<file path="config.mk">
export PLATFORM = sky130hd
export DESIGN_NAME = rmpc_isqrt
export DESIGN_NICKNAME = d
export VERILOG_FILES = /design/src/rtl/core/rmpc_isqrt.sv
export SDC_FILE = /design/constraint.sdc
export NUM_CORES = 2
export LEC_CHECK = 0
export BUFFER_PORTS_ARGS = -buffer_cell sky130_fd_sc_hd__buf_2
export CAP_MARGIN = 20
export CORE_MARGIN = 2
export CORE_UTILIZATION = 50
export CTS_BUF_LIST = sky130_fd_sc_hd__clkbuf_2 sky130_fd_sc_hd__clkbuf_4 sky130_fd_sc_hd__clkbuf_8
export CTS_CLUSTER_SIZE = 14
export DETAILED_ROUTE_END_ITERATION = 12
export PLACE_DENSITY = 0.66
export SLEW_MARGIN = 40
export SYNTH_ARGS = -nofsm -noshare
export SYNTH_HDL_FRONTEND = slang
export SYNTH_SLANG_ARGS = --single-unit
</file>
<file path="constraint.sdc">
create_clock -name clk_i -period 4.2 [get_ports clk_i]
set_input_delay 0.84 -clock clk_i [delete_from_list [all_inputs] [get_ports clk_i]]
set_output_delay 0.84 -clock clk_i [all_outputs]
set_load 0.01 [all_outputs]
</file>
<file path="src/rtl/core/rmpc_isqrt.sv">
// Pipelined integer square root, one result bit per stage, with a sideband carried along.
module rmpc_isqrt #(
  parameter int unsigned IW  = 48,
  parameter int unsigned RW  = 24,
  parameter int unsigned SBW = 1
) (
  input  logic           clk_i,
  input  logic           rst_ni,
  input  logic           valid_i,
  input  logic [IW-1:0]  v_i,
  input  logic [SBW-1:0] sb_i,
  output logic           valid_o,
  output logic [RW-1:0]  root_o,
  output logic [SBW-1:0] sb_o
);
  localparam int unsigned TW = IW + 1;

  logic [IW-1:0]  rem_q  [RW];
  logic [RW-1:0]  root_q [RW];
  logic [SBW-1:0] sb_q   [RW];
  logic           vld_q  [RW];

  for (genvar s = 0; s < RW; s++) begin : g_st
    localparam int unsigned B = RW - 1 - s;
    logic [IW-1:0]  rem_in;
    logic [RW-1:0]  root_in;
    logic [SBW-1:0] sb_in;
    logic           v_in;
    logic [TW-1:0]  trial;
    if (s == 0) begin : g_first
      assign rem_in  = v_i;
      assign root_in = '0;
      assign sb_in   = sb_i;
      assign v_in    = valid_i;
    end else begin : g_next
      assign rem_in  = rem_q[s-1];
      assign root_in = root_q[s-1];
      assign sb_in   = sb_q[s-1];
      assign v_in    = vld_q[s-1];
    end
    assign trial = (TW'(root_in) << (B + 1)) | (TW'(1) << (2 * B));

    always_ff @(posedge clk_i or negedge rst_ni) begin
      if (!rst_ni) begin
        vld_q[s] <= 1'b0;
      end else begin
        vld_q[s] <= v_in;
      end
    end

    always_ff @(posedge clk_i) begin
      if ({1'b0, rem_in} >= trial) begin
        rem_q[s]  <= IW'({1'b0, rem_in} - trial);
        root_q[s] <= root_in | (RW'(1) << B);
      end else begin
        rem_q[s]  <= rem_in;
        root_q[s] <= root_in;
      end
      sb_q[s] <= sb_in;
    end
  end

  assign valid_o = vld_q[RW-1];
  assign root_o  = root_q[RW-1];
  assign sb_o    = sb_q[RW-1];
endmodule

</file>
-- Yosys cells after proc, flatten, opt, wreduce, memory -nomap -nowiden
Memory sizes are Yosys's and may differ from the RTL's.
Index checks and enable logic that the tools add are counted.
- bits in registers: 24
- RAM bits: 1752
- bits of input ports: 52
- output and inout bits: 26
- word-level logic and storage cells: 243
- memories: 3
- memory list (memory ; words ; width ; read ports ; clocked after memory_dff ; write ports ; RTL line ; text):
    rem_q ; 24 ; 48 ; 23 ; 0 ; 24 ; 18 ; logic [IW-1:0] rem_q [RW];
    root_q ; 24 ; 24 ; 24 ; 0 ; 24 ; 19 ; logic [RW-1:0] root_q [RW];
    sb_q ; 24 ; 1 ; 24 ; 0 ; 24 ; 20 ; logic [SBW-1:0] sb_q [RW];
- add/subtract/negate cells: 24
- $lt $le $gt $ge: 24
- muxes and demuxes: 120
- bitwise operators: 48
- operators with widths (operator ; count):
    48-bit two-way mux ; 24
    24-bit two-way mux ; 24
    1-bit two-way mux ; 72
    48-bit by 25-bit >= comparator with 1-bit output ; 1
    48-bit by 26-bit >= comparator with 1-bit output ; 1
    48-bit by 27-bit >= comparator with 1-bit output ; 1
    48-bit by 28-bit >= comparator with 1-bit output ; 1
    48-bit by 29-bit >= comparator with 1-bit output ; 1
    48-bit by 30-bit >= comparator with 1-bit output ; 1
    48-bit by 31-bit >= comparator with 1-bit output ; 1
    48-bit by 32-bit >= comparator with 1-bit output ; 1
    48-bit by 33-bit >= comparator with 1-bit output ; 1
    48-bit by 34-bit >= comparator with 1-bit output ; 1
    48-bit by 35-bit >= comparator with 1-bit output ; 1
    48-bit by 36-bit >= comparator with 1-bit output ; 1
    48-bit by 37-bit >= comparator with 1-bit output ; 1
    48-bit by 38-bit >= comparator with 1-bit output ; 1
    48-bit by 39-bit >= comparator with 1-bit output ; 1
    48-bit by 40-bit >= comparator with 1-bit output ; 1
    48-bit by 41-bit >= comparator with 1-bit output ; 1
    48-bit by 42-bit >= comparator with 1-bit output ; 1
    48-bit by 43-bit >= comparator with 1-bit output ; 1
    48-bit by 44-bit >= comparator with 1-bit output ; 1
    48-bit by 45-bit >= comparator with 1-bit output ; 1
    28 further kinds ; 75

-- Logic depth before layout (Yosys ltp)
An unclocked memory read counts as a cell.
- depth after elaboration: 5
- mapped depth: 13
- mapped depth without buffers: 12

-- Least setup slack after synthesis
Ideal clock, no wire load.
- path kind: register -> register
- from: memory root_q[21][7] (netlist: root_q[5][31])
- to: memory rem_q[22][44] (netlist: rem_q[2][332])
- library setup time: 0.128 ns
- data arrival time: 2.885 ns
- required time: 4.072 ns
- setup slack: 1.187 ns
- stages on the path, launching flop included: 13
- path buffers: 2
- period minus slack after synthesis: 3.013 ns
- cell sequence: dfxtp_1 -> inv_1 -> ha_1 -> clkbuf_1 -> a21oi_1 -> a211o_1 -> a31oi_1 -> o21ai_1 -> o41ai_1 -> a41o_1 -> clkbuf_1 -> nor3b_1 -> xor2_1
- RTL lines (what ; RTL line):
    start, declared ; 19
    end, declared ; 18

==> metrics.txt <==
Synth Area in Compound Gates 11.1%; Std-Cell Core Area 0.107 mm²; post-synthesis xor/xnor area fraction 7.73%; Crit Path Max Fanout 7; FFs w/ async S/R, synth 1.65%; root buffer cell clkbuf_8; largest family of logic cells by synthesized area simple AND/OR/NAND/NOR gates; Synth top area share 53.2%; largest net degree at the start of global routing 41; Slew @ Worst Pin 0.832 ns; Routed WL per cell 16.6 µm; area leader, netlist dfxtp_1; worst setup margin 0.420 ns; Worst-path clk slew 0.06 ns; Crit Path Category register to register; Die Area 0.110 mm²; Worst-Skew Late Latency 0.91 ns; Worst setup SP type register; vias in the first global route 37,674; Ports 78; most common cell in the netlist dfxtp_1; CTS Sinks 1,452; Max Fclk 265 MHz; Met1 Wirelength 48.5 mm; CTS tree built; worst vdd ir 0.000495 V; CTS H-tree depth 4; Worst EP arrival 4.57 ns; DR WL met3 4.57 mm; fin crit share 90.0%; WL met2 60.8 mm; crit path time final 3.78 ns; Rel. slew slack 44.0%; Die Wd 332 µm; Clock Path Buffers 3; Post-Synth Simple-Gate Area 14.7%; Worst Hold Class input pin to register; Synth warnings 0; PD cells 696 mW/mm²; share of cells above drive strength 1 10.6%; GR Util All Layers 21.3%; Critical Path RT 4.99 ns; WL final 118 mm; Initial Utilization 50.3%; first-pass GRT wire length 191 mm; syn_nets 5,629; Adder-Cell Fraction of Synth Area 7.50%; commonest cells in the netlist dfxtp_1 (1,428), inv_1 (401), ha_1 (322); worst hold slack 0.0897 ns; initial antenna violation count 1; max layer used met4; Layout area overhead 14.5%; mux cell area share after synthesis 1.13%; Worst Clk Skew 0.0641 ns; postcts setup bufs 0; final number of hold-violating endpoints 0; gpl congestion 0.895; DRC 0; Leak Pwr 28.3 nW; Main synth FF type dfxtp_1; GRT overflow 0; Seq/Total Area, Yosys 54.3%; status completed; Final Max Tran Viols 0; final design utilization 57.5%; Seq cells post-synth 1,452; crit end category register; pre-CTS setup slack 0.213 ns; Die Height 332 µm; total number of vias 37,320; initial DRC count 1,908; TNS Setup 0 ns; post-DP HPWL 89.4 mm; port bufs 77; number of synthesized flops with an enable pin 0; synthesized area 0.0537 mm²; nets 5,918; RSZ-0062 raised after global routing false; Max-cap violations 0; Pre-antenna DRT Iters 7; FP Rows 120; Syn Area/Cell 10.2 µm²; synth unique cells 85; vias per inst 5.23; Final setup viols 0; Cells after Synth 5,255; Pwr Total 42.8 mW; DRT antenna net count 0; ranking of synthesized cells by area dfxtp_1 (53%), ha_1 (7.5%), xor2_1 (4.3%); cts bufs inserted 215
-- report_power, final --
part / switching, mW / internal, mW
Combinational: 5.66 / 4.76
Sequential: 2.44 / 16.9
Clock: 5.48 / 7.53
Total: 13.6 / 29.2
-- through the flow --
step / instance area [µm²] / instances
after floorplan: 53700 / 5255
after global placement: 55800 / 6681
after detailed placement: 55800 / 6681
after CTS: 61500 / 7131
after global routing: 61500 / 7133
final: 61500 / 7134
-- path summary, 6_finish.rpt --
path	startpoint	endpoint	slack, ns	depth (start not counted)
setup / recovery	root_q[4][41]$_DFF_P_	rem_q[2][137]$_DFF_P_	0.42	10
hold / removal	valid_i	g_st[1].v_in$_DFF_PN0_	0.09	1
setup reg to reg	root_q[4][41]$_DFF_P_	rem_q[2][137]$_DFF_P_	0.42	10
hold reg to reg	sb_q[8][1]$_DFF_P_	sb_q[9][0]$_DFF_P_	0.29	0
max in group asynchronous	rst_ni	g_st[3].v_in$_DFF_PN0_	3.35	2
min in group asynchronous	rst_ni	g_st[16].v_in$_DFF_PN0_	0.47	2
-- state kept, by name, summed over array words and instances (netlist names) --
signal,cells
root_q,300
g_st.v_in,23
sb_q,24
rem_q,1104
valid_o,1
-- worst max-delay path, stage by stage, from the launching register on --
cell,delay (ns)
dfxtp_1,0.37
inv_1,0.06
ha_1,0.41
nand4_1,0.34
nor4_4,0.46
nand4_1,0.50
nand3_1,0.28
nor3_2,0.07
or4b_1,0.67
nor4_1,0.36
xor2_1,0.16
-- routing by layer --
| metal | global-route usage (%) | vias to the layer above |
|---|---|---|
| met5 | 0 | - |
| met4 | 9.46 | 0 |
| met3 | 3.61 | 275 |
| met2 | 39.6 | 762 |
| met1 | 23.7 | 17295 |
| li1 | - | 18988 |
-- final cells by class --
type	instances	area [µm²]
Antenna cell	2	5.00
Clock buffer	332	4250
Clock inverter	70	923
Fill cell	9143	45400
Inverter	403	1510
Multi-Input combinational cell	3316	22800
Sequential cell	1452	29200
Tap cell	1403	1760
Timing Repair Buffer	156	1120
-- logic make-up after synthesis --
family          after synthesis
compound gates              964
xor+xnor                    474
fa+ha+maj                   322
buf+inv                     487
flops                      1452
mux                          55
simple gates               1501
-- what timing repair did --
| action | in CTS | in global routing |
|---|---|---|
| hold buffers | 48 | 0 |
| resized for setup | 0 | 1 |
| endpoints found under the setup margin | 0 | 1 |
| hold endpoints to repair | 71 | 0 |
-- cell usage in the layout, fill, tap and decap left out, drive strengths merged, types with 18 or more instances in the layout --
cell type and instances:
dfrtp 24, clkinv 44, nand3 67, nor3 162
or3 58, o21ai 262, a211oi 23, nor2b 47
mux2 45, xor2 265, dlygate4sd3 48, nand2 321
clkbuf 332, buf 108, nand2b 62, ha 322
inv 410, o21a 68, a21oi 295, nor4b 34
a21o 99, xnor2 209, o211ai 21, dfxtp 1428
nor2 305, or4 45, o31ai 28, nor4 191
nand4b 20, a31oi 26, o21bai 18, nand4 74
Note: power is estimated with default switching activity, not from simulation.
